### src/rtl/four_neighbor_outlier_repair_defines.svh
// ----------------------------------------------------------------------------
// Four-neighbor outlier repair: assertion macros
// Concurrent checks clocked on clock and disabled during reset.
// ----------------------------------------------------------------------------
`ifndef FOUR_NEIGHBOR_OUTLIER_REPAIR_DEFINES_SVH
`define FOUR_NEIGHBOR_OUTLIER_REPAIR_DEFINES_SVH

// same-cycle implication
`define FNOR_ASSERT_NOW(label, ante, cons, msg) \
   label: assert property (@(posedge clock) disable iff (reset) (ante) |-> (cons)) \
      else $error(msg);

// next-cycle implication
`define FNOR_ASSERT_NEXT(label, ante, cons, msg) \
   label: assert property (@(posedge clock) disable iff (reset) (ante) |=> (cons)) \
      else $error(msg);

`endif

### src/rtl/fnor_pkg.sv
// ----------------------------------------------------------------------------
// fnor_pkg
// Shared widths, register indexes, neighbor slots and types of the repair block.
// ----------------------------------------------------------------------------
`timescale 1ns / 1ps

package fnor_pkg;

   localparam int unsigned PIX_W            = 8;
   localparam int unsigned ROW_W            = 10;
   localparam int unsigned ROWS_CFG_W       = 11;
   localparam int unsigned COLS_CFG_W       = 7;
   localparam int unsigned CSR_DATA_W       = 11;
   localparam int unsigned CSR_IDX_W        = 2;
   localparam int unsigned MAX_COLS_DEFAULT = 64;

   localparam logic [ROWS_CFG_W-1:0] ROWS_RESET = ROWS_CFG_W'(20);
   localparam logic [COLS_CFG_W-1:0] COLS_RESET = COLS_CFG_W'(30);
   localparam logic [ROWS_CFG_W-1:0] ROWS_MIN   = ROWS_CFG_W'(2);
   localparam logic [ROWS_CFG_W-1:0] ROWS_MAX   = ROWS_CFG_W'(1024);
   localparam int unsigned           COLS_MIN   = 2;

   // register indexes
   localparam logic [CSR_IDX_W-1:0] CSR_ROWS_IDX = CSR_IDX_W'(0);
   localparam logic [CSR_IDX_W-1:0] CSR_COLS_IDX = CSR_IDX_W'(1);

   // neighbor slots
   localparam int unsigned NB_COUNT = 4;
   localparam int unsigned NB_UP    = 0;
   localparam int unsigned NB_RIGHT = 1;
   localparam int unsigned NB_DOWN  = 2;
   localparam int unsigned NB_LEFT  = 3;

   // sum of up to four pixels, and divide-by-three by reciprocal
   localparam int unsigned SUM_W       = PIX_W + 2;
   localparam int unsigned DIV3_SHIFT  = SUM_W + 2;
   localparam int unsigned PROD_W      = SUM_W + DIV3_SHIFT;
   localparam longint unsigned DIV3_MULT = ((64'd1 << DIV3_SHIFT) + 64'd2) / 64'd3;

   typedef struct packed {
      logic row_gt0;
      logic row_gt1;
      logic last_row;
      logic col_gt0;
      logic col_gt1;
      logic last_col;
   } item_flags_type;

   // one column of the line memory: rows two back and one back
   typedef struct packed {
      logic [PIX_W-1:0] upper;
      logic [PIX_W-1:0] middle;
   } line_entry_type;

   typedef struct packed {
      logic [PIX_W-1:0]                center;
      logic [NB_COUNT-1:0][PIX_W-1:0]  nb;
      logic [NB_COUNT-1:0]             has;
   } window_type;

   typedef struct packed {
      logic [PIX_W-1:0] value;
      logic             replaced;
   } result_type;

endpackage

### src/rtl/four_neighbor_outlier_repair.sv
// ----------------------------------------------------------------------------
// four_neighbor_outlier_repair
// The result for pixel (r-1, c) passes the item and output registers after (r, c) is accepted.
// Throughput: one pixel per cycle unless the output stalls; a last-row pixel is held until
// each result it causes (up to three) is sent, due to the single evaluation unit feeding the output register.
// Reset (synchronous, active high) clears handshakes, position and sets 20 x 30;
// the line memory is not cleared and is filled by the frame's first row.
// ----------------------------------------------------------------------------
`timescale 1ns / 1ps
`include "four_neighbor_outlier_repair_defines.svh"

module four_neighbor_outlier_repair
   import fnor_pkg::*;
#(
   parameter int unsigned MAX_COLS = MAX_COLS_DEFAULT,
   localparam int unsigned COL_W = (MAX_COLS > 1) ? $clog2(MAX_COLS) : 1
) (
   input  logic                  clock,
   input  logic                  reset,
   input  logic                  req_valid,
   output logic                  req_ready,
   input  logic [PIX_W-1:0]      req_pixel_in,
   output logic                  rsp_valid,
   input  logic                  rsp_ready,
   output logic [PIX_W-1:0]      rsp_pixel_out,
   output logic                  rsp_replaced,
   output logic                  rsp_run_last,
   output logic                  rsp_frame_end,
   input  logic                  csr_wr_en,
   input  logic [CSR_IDX_W-1:0]  csr_index,
   input  logic [CSR_DATA_W-1:0] csr_wdata
);

   localparam int unsigned CNT_W = $clog2(MAX_COLS + 1);
   localparam int unsigned CMP_W = (CNT_W > COLS_CFG_W) ? CNT_W : COLS_CFG_W;

   // pending result slots of the held pixel
   localparam int unsigned SLOT_MID      = 0;
   localparam int unsigned SLOT_LOW_PREV = 1;
   localparam int unsigned SLOT_LOW_CUR  = 2;

   logic [ROWS_CFG_W-1:0] rows_cfg_ff, rows_cfg_in;
   logic [COLS_CFG_W-1:0] cols_cfg_ff, cols_cfg_in;
   logic [ROW_W-1:0]      row_ff, row_in;
   logic [COL_W-1:0]      col_ff, col_in;

   logic [ROWS_CFG_W-1:0] eff_rows;
   logic [CNT_W-1:0]      eff_cols;
   logic [CMP_W-1:0]      cols_ext;
   item_flags_type        flags;
   logic [COL_W-1:0]      rd_addr;

   logic                  b_valid_ff, b_valid_in;
   logic [2:0]            pend_ff, pend_in;
   logic [PIX_W-1:0]      b_pix_ff;
   logic [COL_W-1:0]      b_col_ff;
   item_flags_type        b_flags_ff;
   line_entry_type        cur_ff;
   logic [PIX_W-1:0]      prev_mid_ff;
   logic [PIX_W-1:0]      low_prev_ff;
   logic [PIX_W-1:0]      low_prev2_ff;

   logic                  rsp_valid_ff, rsp_valid_in;
   logic [PIX_W-1:0]      rsp_pixel_ff;
   logic                  rsp_replaced_ff;
   logic                  rsp_run_last_ff;
   logic                  rsp_frame_end_ff;

   line_entry_type        rd_entry;
   line_entry_type        wr_entry;
   window_type            win;
   result_type            res;
   logic [2:0]            sel;
   logic [2:0]            pend_rest;
   logic                  out_free;
   logic                  emit;
   logic                  b_leave;
   logic                  accept;

   // ------------------------------------------------------------------
   // frame geometry
   // ------------------------------------------------------------------
   always_comb begin
      if (rows_cfg_ff < ROWS_MIN) begin
         eff_rows = ROWS_MIN;
      end else if (rows_cfg_ff > ROWS_MAX) begin
         eff_rows = ROWS_MAX;
      end else begin
         eff_rows = rows_cfg_ff;
      end
   end

   assign cols_ext = CMP_W'(cols_cfg_ff);

   always_comb begin
      if (cols_ext < CMP_W'(COLS_MIN)) begin
         eff_cols = CNT_W'(COLS_MIN);
      end else if (cols_ext > CMP_W'(MAX_COLS)) begin
         eff_cols = CNT_W'(MAX_COLS);
      end else begin
         eff_cols = CNT_W'(cols_ext);
      end
   end

   assign flags.row_gt0  = (row_ff != '0);
   assign flags.row_gt1  = (row_ff > ROW_W'(1));
   assign flags.last_row = ({1'b0, row_ff} == (eff_rows - ROWS_CFG_W'(1)));
   assign flags.col_gt0  = (col_ff != '0);
   assign flags.col_gt1  = (CNT_W'(col_ff) > CNT_W'(1));
   assign flags.last_col = (CNT_W'(col_ff) == (eff_cols - CNT_W'(1)));

   // fetch the right neighbor's column; the row's last pixel fetches column 0
   assign rd_addr = flags.last_col ? '0 : (col_ff + COL_W'(1));

   // ------------------------------------------------------------------
   // handshake and result sequencing
   // ------------------------------------------------------------------
   assign out_free = !rsp_valid_ff || rsp_ready;

   always_comb begin
      win = '0;
      sel = '0;
      priority if (pend_ff[SLOT_MID]) begin
         sel[SLOT_MID]       = 1'b1;
         win.center          = cur_ff.middle;
         win.nb[NB_UP]       = cur_ff.upper;
         win.has[NB_UP]      = b_flags_ff.row_gt1;
         win.nb[NB_RIGHT]    = rd_entry.middle;
         win.has[NB_RIGHT]   = !b_flags_ff.last_col;
         win.nb[NB_DOWN]     = b_pix_ff;
         win.has[NB_DOWN]    = 1'b1;
         win.nb[NB_LEFT]     = prev_mid_ff;
         win.has[NB_LEFT]    = b_flags_ff.col_gt0;
      end else if (pend_ff[SLOT_LOW_PREV]) begin
         sel[SLOT_LOW_PREV]  = 1'b1;
         win.center          = low_prev_ff;
         win.nb[NB_UP]       = prev_mid_ff;
         win.has[NB_UP]      = 1'b1;
         win.nb[NB_RIGHT]    = b_pix_ff;
         win.has[NB_RIGHT]   = 1'b1;
         win.nb[NB_LEFT]     = low_prev2_ff;
         win.has[NB_LEFT]    = b_flags_ff.col_gt1;
      end else if (pend_ff[SLOT_LOW_CUR]) begin
         sel[SLOT_LOW_CUR]   = 1'b1;
         win.center          = b_pix_ff;
         win.nb[NB_UP]       = cur_ff.middle;
         win.has[NB_UP]      = 1'b1;
         win.nb[NB_LEFT]     = low_prev_ff;
         win.has[NB_LEFT]    = 1'b1;
      end else begin
         // nothing pending: hold the idle window
      end
   end

   fnor_eval u_eval (
      .win (win),
      .res (res)
   );

   assign pend_rest = pend_ff & ~sel;
   assign emit      = b_valid_ff && (pend_ff != '0) && out_free;
   assign b_leave   = b_valid_ff && ((pend_ff == '0) || (emit && (pend_rest == '0)));
   assign req_ready = !b_valid_ff || b_leave;
   assign accept    = req_valid && req_ready;

   always_comb begin
      pend_in = pend_ff;
      pend_in[SLOT_MID]      = flags.row_gt0;
      pend_in[SLOT_LOW_PREV] = flags.last_row && flags.col_gt0;
      pend_in[SLOT_LOW_CUR]  = flags.last_row && flags.last_col;
      if (!accept) begin
         pend_in = emit ? pend_rest : pend_ff;
      end
   end

   assign b_valid_in   = accept || (b_valid_ff && !b_leave);
   assign rsp_valid_in = emit || (rsp_valid_ff && !rsp_ready);

   // ------------------------------------------------------------------
   // configuration and position
   // ------------------------------------------------------------------
   always_comb begin
      rows_cfg_in = rows_cfg_ff;
      cols_cfg_in = cols_cfg_ff;
      row_in      = row_ff;
      col_in      = col_ff;
      if (accept) begin
         if (flags.last_col) begin
            col_in = '0;
            row_in = flags.last_row ? '0 : (row_ff + ROW_W'(1));
         end else begin
            col_in = col_ff + COL_W'(1);
         end
      end
      // a write to the rows or columns register restarts the frame
      if (csr_wr_en) begin
         unique case (csr_index)
            CSR_ROWS_IDX: begin
               rows_cfg_in = csr_wdata[ROWS_CFG_W-1:0];
               row_in      = '0;
               col_in      = '0;
            end
            CSR_COLS_IDX: begin
               cols_cfg_in = csr_wdata[COLS_CFG_W-1:0];
               row_in      = '0;
               col_in      = '0;
            end
            default: begin
            end
         endcase
      end
   end

   // ------------------------------------------------------------------
   // registers
   // ------------------------------------------------------------------
   always_ff @(posedge clock) begin
      if (reset) begin
         rows_cfg_ff  <= ROWS_RESET;
         cols_cfg_ff  <= COLS_RESET;
         row_ff       <= '0;
         col_ff       <= '0;
         b_valid_ff   <= 1'b0;
         pend_ff      <= '0;
         rsp_valid_ff <= 1'b0;
      end else begin
         rows_cfg_ff  <= rows_cfg_in;
         cols_cfg_ff  <= cols_cfg_in;
         row_ff       <= row_in;
         col_ff       <= col_in;
         b_valid_ff   <= b_valid_in;
         pend_ff      <= pend_in;
         rsp_valid_ff <= rsp_valid_in;
      end
   end

   always_ff @(posedge clock) begin
      if (accept) begin
         // shift the row history by one column
         b_pix_ff     <= req_pixel_in;
         b_col_ff     <= col_ff;
         b_flags_ff   <= flags;
         cur_ff       <= rd_entry;
         prev_mid_ff  <= cur_ff.middle;
         low_prev_ff  <= b_pix_ff;
         low_prev2_ff <= low_prev_ff;
      end
      if (emit) begin
         rsp_pixel_ff     <= res.value;
         rsp_replaced_ff  <= res.replaced;
         rsp_run_last_ff  <= (pend_rest == '0);
         rsp_frame_end_ff <= sel[SLOT_LOW_CUR];
      end
   end

   // ------------------------------------------------------------------
   // line memory: retire the column as {row one back, this row}
   // ------------------------------------------------------------------
   assign wr_entry.upper  = cur_ff.middle;
   assign wr_entry.middle = b_pix_ff;

   fnor_line_mem #(
      .DEPTH (MAX_COLS)
   ) u_line_mem (
      .clock   (clock),
      .wr_en   (b_leave),
      .wr_addr (b_col_ff),
      .wr_data (wr_entry),
      .rd_en   (accept),
      .rd_addr (rd_addr),
      .rd_data (rd_entry)
   );

   assign rsp_valid     = rsp_valid_ff;
   assign rsp_pixel_out = rsp_pixel_ff;
   assign rsp_replaced  = rsp_replaced_ff;
   assign rsp_run_last  = rsp_run_last_ff;
   assign rsp_frame_end = rsp_frame_end_ff;

   // ------------------------------------------------------------------
   // assertions
   // ------------------------------------------------------------------
   `FNOR_ASSERT_NOW(a_frame_end_closes_run, rsp_valid_ff && rsp_frame_end_ff, rsp_run_last_ff, "frame end result not last of its item")
   `FNOR_ASSERT_NOW(a_no_accept_with_backlog, b_valid_ff && ($countones(pend_ff) > 1), !req_ready, "item accepted while results still pending")
   `FNOR_ASSERT_NEXT(a_item_held_until_run_last, emit && (pend_rest != '0), b_valid_ff && (pend_ff == $past(pend_rest)), "held item lost before its last result")

endmodule

### src/rtl/fnor_line_mem.sv
// ----------------------------------------------------------------------------
// fnor_line_mem
// Column-packed line memory, one write and one registered read per cycle,
// with the write forwarded to a read of the same column in the same cycle.
// ----------------------------------------------------------------------------
`timescale 1ns / 1ps

module fnor_line_mem
   import fnor_pkg::*;
#(
   parameter int unsigned DEPTH = MAX_COLS_DEFAULT,
   localparam int unsigned ADDR_W = (DEPTH > 1) ? $clog2(DEPTH) : 1
) (
   input  logic                  clock,
   input  logic                  wr_en,
   input  logic [ADDR_W-1:0]     wr_addr,
   input  line_entry_type        wr_data,
   input  logic                  rd_en,
   input  logic [ADDR_W-1:0]     rd_addr,
   output line_entry_type        rd_data
);

   line_entry_type mem_ff [DEPTH];
   line_entry_type rd_data_ff;

   always_ff @(posedge clock) begin
      if (wr_en) begin
         mem_ff[wr_addr] <= wr_data;
      end
   end

   always_ff @(posedge clock) begin
      if (rd_en) begin
         // forward the column being retired this cycle
         if (wr_en && (wr_addr == rd_addr)) begin
            rd_data_ff <= wr_data;
         end else begin
            rd_data_ff <= mem_ff[rd_addr];
         end
      end
   end

   assign rd_data = rd_data_ff;

endmodule

### src/rtl/fnor_eval.sv
// ----------------------------------------------------------------------------
// fnor_eval
// Keep-or-replace decision for one pixel from its existing neighbors.
// ----------------------------------------------------------------------------
`timescale 1ns / 1ps

module fnor_eval
   import fnor_pkg::*;
(
   input  window_type win,
   output result_type res
);

   logic [SUM_W-1:0]  sum;
   logic [2:0]        cnt;
   logic              keep;
   logic [SUM_W-1:0]  sum_p1;
   logic [SUM_W-1:0]  sum_p2;
   logic [PROD_W-1:0] prod;
   logic [PIX_W-1:0]  avg;
   logic              close_any;

   always_comb begin
      sum  = '0;
      cnt  = '0;
      keep = 1'b0;
      for (int i = 0; i < NB_COUNT; i++) begin
         if (win.has[i]) begin
            sum = sum + SUM_W'(win.nb[i]);
            cnt = cnt + 3'd1;
            if (({1'b0, win.nb[i]} == {1'b0, win.center}) ||
                ({1'b0, win.nb[i]} == ({1'b0, win.center} + (PIX_W + 1)'(1))) ||
                ({1'b0, win.center} == ({1'b0, win.nb[i]} + (PIX_W + 1)'(1)))) begin
               keep = 1'b1;
            end
         end
      end
   end

   // floor((2*sum + n) / (2*n)) folds to (sum + n/2) / n for n in 1..4
   assign sum_p1 = sum + SUM_W'(1);
   assign sum_p2 = sum + SUM_W'(2);
   assign prod   = PROD_W'(sum_p1) * PROD_W'(DIV3_MULT);

   always_comb begin
      unique case (cnt)
         3'd1:    avg = sum[PIX_W-1:0];
         3'd2:    avg = sum_p1[PIX_W:1];
         3'd3:    avg = prod[DIV3_SHIFT +: PIX_W];
         3'd4:    avg = sum_p2[PIX_W+1:2];
         default: avg = win.center;
      endcase
   end

   assign close_any    = keep || (cnt == 3'd0);
   assign res.replaced = !close_any;
   assign res.value    = close_any ? win.center : avg;

endmodule

### config.mk
export PLATFORM = sky130hd
export DESIGN_NAME = four_neighbor_outlier_repair
export DESIGN_NICKNAME = d
export VERILOG_FILES = /design/src/rtl/fnor_pkg.sv /design/src/rtl/four_neighbor_outlier_repair.sv /design/src/rtl/fnor_line_mem.sv /design/src/rtl/fnor_eval.sv
export VERILOG_INCLUDE_DIRS = /design/src /design/src/rtl
export SDC_FILE = /design/constraint.sdc
export NUM_CORES = 2
export LEC_CHECK = 0
export ABC_AREA = 0
export BUFFER_PORTS_ARGS = -buffer_cell sky130_fd_sc_hd__buf_2
export CAP_MARGIN = 20
export CORE_MARGIN = 3
export CORE_UTILIZATION = 41
export CTS_BUF_LIST = sky130_fd_sc_hd__clkbuf_2
export DETAILED_ROUTE_END_ITERATION = 8
export GPL_ROUTABILITY_DRIVEN = 0
export PLACE_DENSITY_LB_ADDON = 0.08
export SYNTH_ARGS = -nofsm -noshare
export SYNTH_HDL_FRONTEND = slang
export SYNTH_HIERARCHICAL = 1
export SYNTH_SLANG_ARGS = --single-unit
### constraint.sdc
create_clock -name clock -period 33.7 [get_ports clock]
set_input_delay 6.74 -clock clock [delete_from_list [all_inputs] [get_ports clock]]
set_output_delay 6.74 -clock clock [all_outputs]
set_load 0.02 [all_outputs]
Word-level counts from Yosys, hierarchy flattened
Memory sizes are Yosys's and may differ from the RTL's. A register that Yosys moved wholly into a read port is not among the register bits. Index checks and enable logic that the tools add are counted.

Reduce and logical (&&, ||, !) cells: 40. Equality and inequality tests: 19. $add $sub $neg: 17. Multiplexer cells: 50. Divide/modulo/power cells: 0. $lt $le $gt $ge: 6. Shift operators: 0. Bitwise operators: 2. Multipliers: 1.

Operator list (number): $mux 10 (8); $eq 8x9->1 (8); $mux 16 (3); $add 8x1->9 const B (5); $eq 8x8->1 (4); $mux 8 (4); $pmux 8 s4 (1); $mux 6 (4); $mux 11 (2); $add 10x1->10 const B (2); $add 10x8->10 (2); $mul 10x10->19 const B (1); $mux 9 (2); $mux 17 (1); $mux 1 (16); $mux 3 (5); $logic_or 1x1->1 (14); $mux 7 (2); $eq 10x11->1 (1); $gt 11x11->1 const B (1); $lt 11x2->1 const B (1); $sub 11x1->11 const B (1); $add 10x2->10 const B (1); $gt 10x1->1 const B (1); 26 further kinds (45).

ROM bits: 0. Memories kept: 1. Word-level logic and storage cells: 158. RAM bits: 1024. Register bits: 108. Latch bits: 0.

Memory list: u_line_mem.mem_ff (depth 64, width 16, rd ports 1, clocked after Yosys merged registers in 1, wr ports 1, RTL line fnor_line_mem.sv:23) `line_entry_type mem_ff [DEPTH];`.

Logic depth before layout (Yosys ltp)
Word-level depth: 17. Depth in mapped cells: 51. Depth with buffers taken out: 47.

Hierarchy
The synthesis kept the hierarchy.

By module, submodules not included: fnor_line_mem (sequential area each 31230.0 um^2, times used 1, area an instance 40630.2 um^2, cells each 2114); fnor_eval (sequential area each 0.0 um^2, times used 1, area an instance 5939.4 um^2, cells each 768); four_neighbor_outlier_repair (sequential area each 2852.7 um^2, times used 1, area an instance 5459.0 um^2, cells each 554).

Worst setup path before layout
Ideal clock, no wire load.

Path kind: input -> output. Start point: in rsp_ready. End point: out req_ready. Arrival time: 7.607 ns. Path slack: 19.353 ns. Stages on the path: 3. Path through: nor2b_1 maj3_1 o221ai_1.

Longest elaborated chain between the ends: 6.

Ends and longest elaborated chain: start, declared (RTL line four_neighbor_outlier_repair.sv:24) `input logic rsp_ready,`; $logic_or 1x1->1 (RTL line four_neighbor_outlier_repair.sv:118) `assign out_free = !rsp_valid_ff || rsp_ready;`; $logic_and 1x1->1 (RTL line four_neighbor_outlier_repair.sv:161) `assign emit = b_valid_ff && (pend_ff != '0) && out_free;`; $logic_and 1x1->1 (RTL line four_neighbor_outlier_repair.sv:162) `assign b_leave = b_valid_ff && ((pend_ff == '0) || (emit && (pend_rest == '0)));`; $logic_or 1x1->1 (RTL line four_neighbor_outlier_repair.sv:162); $logic_and 1x1->1 (RTL line four_neighbor_outlier_repair.sv:162); $logic_or 1x1->1 (RTL line four_neighbor_outlier_repair.sv:163) `assign req_ready = !b_valid_ff || b_leave;`; end, declared (RTL line four_neighbor_outlier_repair.sv:21) `output logic req_ready,`.

Every way passes these cells.

Worst setup path after layout
Ends and elaborated chain as after synthesis.

==> qor.csv <==
stage,metric,value,unit
run_status,status,completed,
clock_network,CTS max path bufs,4,
setup_path,"CP delay by family, top",adder cells,
die,Die X,362,µm
sta,Final TNS setup,0,ps
global_route,grt met1 use,27.9,%
synthesis,ys async rst share,0,%
synthesis,largest area contributor in the netlist,edfxtp_1,
setup_path,Worst EP required,26960,ps
die,I/O pin total,39,
die,Placeable Area,0.126,mm²
sta,achievable frequency,69.3,MHz
synthesis,Post-synth EDFFs,1109,
clock_network,Hold Buf Count CTS,0,
clock_network,Post-CTS Setup Bufs,0,
sta,Max-slew headroom,17.7,%
layout,ratio of cells with drive above 1 in the final layout,20.9,%
synthesis,Avg Inst Size Synth,15.1,µm²
clock_network,TritonCTS Buffers,316,
drt,Post-Route WL,141000,µm
synthesis,synth warn,6,
setup_path,slowest CP cell,maj3_1,
power_and_ir_drop,leakage,19.2,nW
drt,Routed Antenna Nets,0,
layout,post-route design area,0.0569,mm²
setup_path,Critical Path End Type,output port,
sta,Slew Limit Fails,0,
power_and_ir_drop,Final Power,2.76,mW
drt,Detailed Route Iter0 Violations,2918,
sta,Final Cycle Share,42.8,%
drt,Routed WL per cell,25.3,µm
synthesis,Yosys reg bits,1148,
setup_path,CP peak stage delay,380,ps
drt,DRC Markers,0,
drt,router iterations before antenna repair,5,
setup_path,critical path peak fanout,4,
die,Chip Height,362,µm
setup_path,"Cell Chain, Critical Path","buf_2, nor2b_1, maj3_1, o221ai_1, buf_2",
run,max-cap viol count,0,
global_route,met3 Resource Use GR,4.26,%
global_route,gr ovfl total,0,
sta,worst-margin pin slew,1220,ps
sta,Final setup viols,0,
drt,vias,31600,
layout,final core occ,45.2,%
clock_network,CTS tree,built,
place,Area after DPL,0.0543,mm²
die,Initial Utilization,41.4,%
clock_network,CTS Sinks,1148,
setup_path,WS Path Type,in -> out,
power_and_ir_drop,Max VDD drop,0.0304,mV
die,die area,0.131,mm²
synthesis,mapped cell area,0.0520,mm²
clock_network,clock-pin slew on the worst setup and hold paths,90,ps
layout,nets,3864,
clock_network,post_cts resized,0,
drt,Via density,5.67,
global_route,met2 global-route usage,35.8,%
synthesis,Commonest cells post-synth,"1109 x edfxtp_1, 358 x mux2i_1, 208 x nand2_1",
global_route,Top Usage Layer GRT,met2,
global_route,pin count of the biggest net entering global routing,127,
place,DP HPWL,82600,µm
power_and_ir_drop,pwr/cell area,48.6,mW/mm²
layout,area delta synth->final,9.30,%
sta,count of final hold-check violations,0,
synthesis,Yosys top cell area share,64.0,%
global_route,first-pass GRT wire length,207000,µm
global_route,vias in the first global route,32200,
synthesis,"top cells by area, synth","edfxtp_1 64%, mux2i_1 6.9%, mux4_2 3.6%",
synthesis,ys flop type,edfxtp_1,
setup_path,Worst Path Arrival,7700,ps
setup_path,Crit path top cell by count,buf_2,
synthesis,syn nets,3580,
clock_network,Root Buffer,clkbuf_2,
setup_path,crit start category,input port,
synthesis,Mapped Cells,3436,
sta,skew final,128,ps
synthesis,most numerous cell in the Yosys netlist,edfxtp_1,
min_path,worst hold-check path type,reg -> reg,
clock_network,H-tree depth,5,
global_route,GRT Resource Usage Total,21.4,%
global_route,initial antenna violation count,9,
synthesis,"Seq/Total Area, Yosys",65.5,%
clock_network,worst skew pair latency,1570,ps
place,Buffers on Ports,38,
synthesis,Synth cell types,118,
sta,minimum clock period,14440,ps
sta,RSZ-0062 raised after global routing,no,
setup_path,Buf/Inv on CP,2,
die,Cell Rows,130,
cell families after synthesis:
family / after synthesis / share of synthesized area (%)
compound gates: 564 / 7.60
mux: 467 / 11.4
xor+xnor: 140 / 2.52
fa+ha+maj: 119 / 3.16
flops: 1148 / 65.5
simple gates: 723 / 7.04
buf+inv: 275 / 2.73
worst register-to-register path: cells and delay by family, from the launching register on:
family / cells / cell delay, ps
xor gates and xnor gates: 6 / 980
DFF: 1 / 520
AOI/OAI and AO/OA: 17 / 3950
adders and majority gates: 9 / 3330
buffers and inverters: 5 / 550
and+or+nand+nor: 9 / 2180
state kept, by name (all words and copies together) (netlist names), 7 cells and up:
register            flops
u_line_mem/mem_ff    1024
cur_ff                 16
u_line_mem/rd_data     16
rows_cfg_ff            11
row_ff                 10
b_pix_ff                8
low_prev2_ff            8
low_prev_ff             8
prev_mid_ff             8
rsp_pixel_out           8
cols_cfg_ff             7
report_power, final:
group | switching, mW | internal, mW
clock | 0.553 | 0.362
combinational | 0.151 | 0.0542
sequential | 0.0141 | 1.63
per-stage QoR:
| step | cells | hold slack (ps) | worst slack (ps) |
|---|---|---|---|
| 6_report | 5571 | 418 | 19260 |
| 3_5_place_dp | 5051 | 411 | 19260 |
| 4_1_cts | 5560 | 420 | 19260 |
| 2_1_floorplan | 3436 | 400 | 19350 |
| 5_1_grt | 5567 | 428 | 19140 |
| 3_3_place_gp | 5047 | 409 | 19200 |
routing by layer:
metal,routed length (µm),part of all wire (%)
met1,60000,43
met3,8160,5.8
met5,0,0
met2,69200,49
met4,3430,2.4
placed cells by master (no fill, tap or decap), types with 17 or more instances in the layout:
| cell | n |
|---|---|
| xor2_1 | 59 |
| nor3_1 | 22 |
| a221oi_1 | 17 |
| mux2i_1 | 358 |
| mux4_2 | 84 |
| nor2_1 | 121 |
| edfxtp_1 | 1109 |
| clkinv_1 | 41 |
| buf_2 | 38 |
| a31oi_1 | 18 |
| a22oi_1 | 177 |
| or3_1 | 17 |
| o21ai_0 | 65 |
| ha_1 | 97 |
| a21oi_1 | 116 |
| inv_1 | 63 |
| clkbuf_2 | 454 |
| nand2b_1 | 22 |
| buf_4 | 125 |
| nand3_1 | 131 |
| fa_1 | 21 |
| nand4_1 | 32 |
| and2_1 | 26 |
| xnor2_1 | 76 |
| o21ai_1 | 22 |
| dfxtp_1 | 38 |
| nand2_1 | 208 |
path summary, 6_finish.rpt:
| check | start | end | slack, ps | cells past startpoint |
|---|---|---|---|---|
| worst max-delay path | rsp_ready | req_ready | 19260 | 5 |
| worst min-delay path | u_line_mem/rd_data[13]$_DFFE_PP_ | cur_ff[13]$_DFFE_PP_ | 420 | 0 |
| worst min register to register | u_line_mem/rd_data[13]$_DFFE_PP_ | cur_ff[13]$_DFFE_PP_ | 420 | 0 |
| worst max register to register | pend_ff[2]$_SDFFE_PP0P_ | rsp_pixel_out[6]$_DFFE_PP_ | 21980 | 46 |
cell type report:
cell class	instances	area [µm²]
flip-flops and latches	1148	34100
well taps	1650	2060
clock buffers	454	2270
fillers	11300	68900
inverters	70	264
clock inverters	55	244
diodes	10	25.0
repair buffers	171	1290
multi-input cells	2013	16600
No activity file was read; power rests on OpenSTA's default activity.
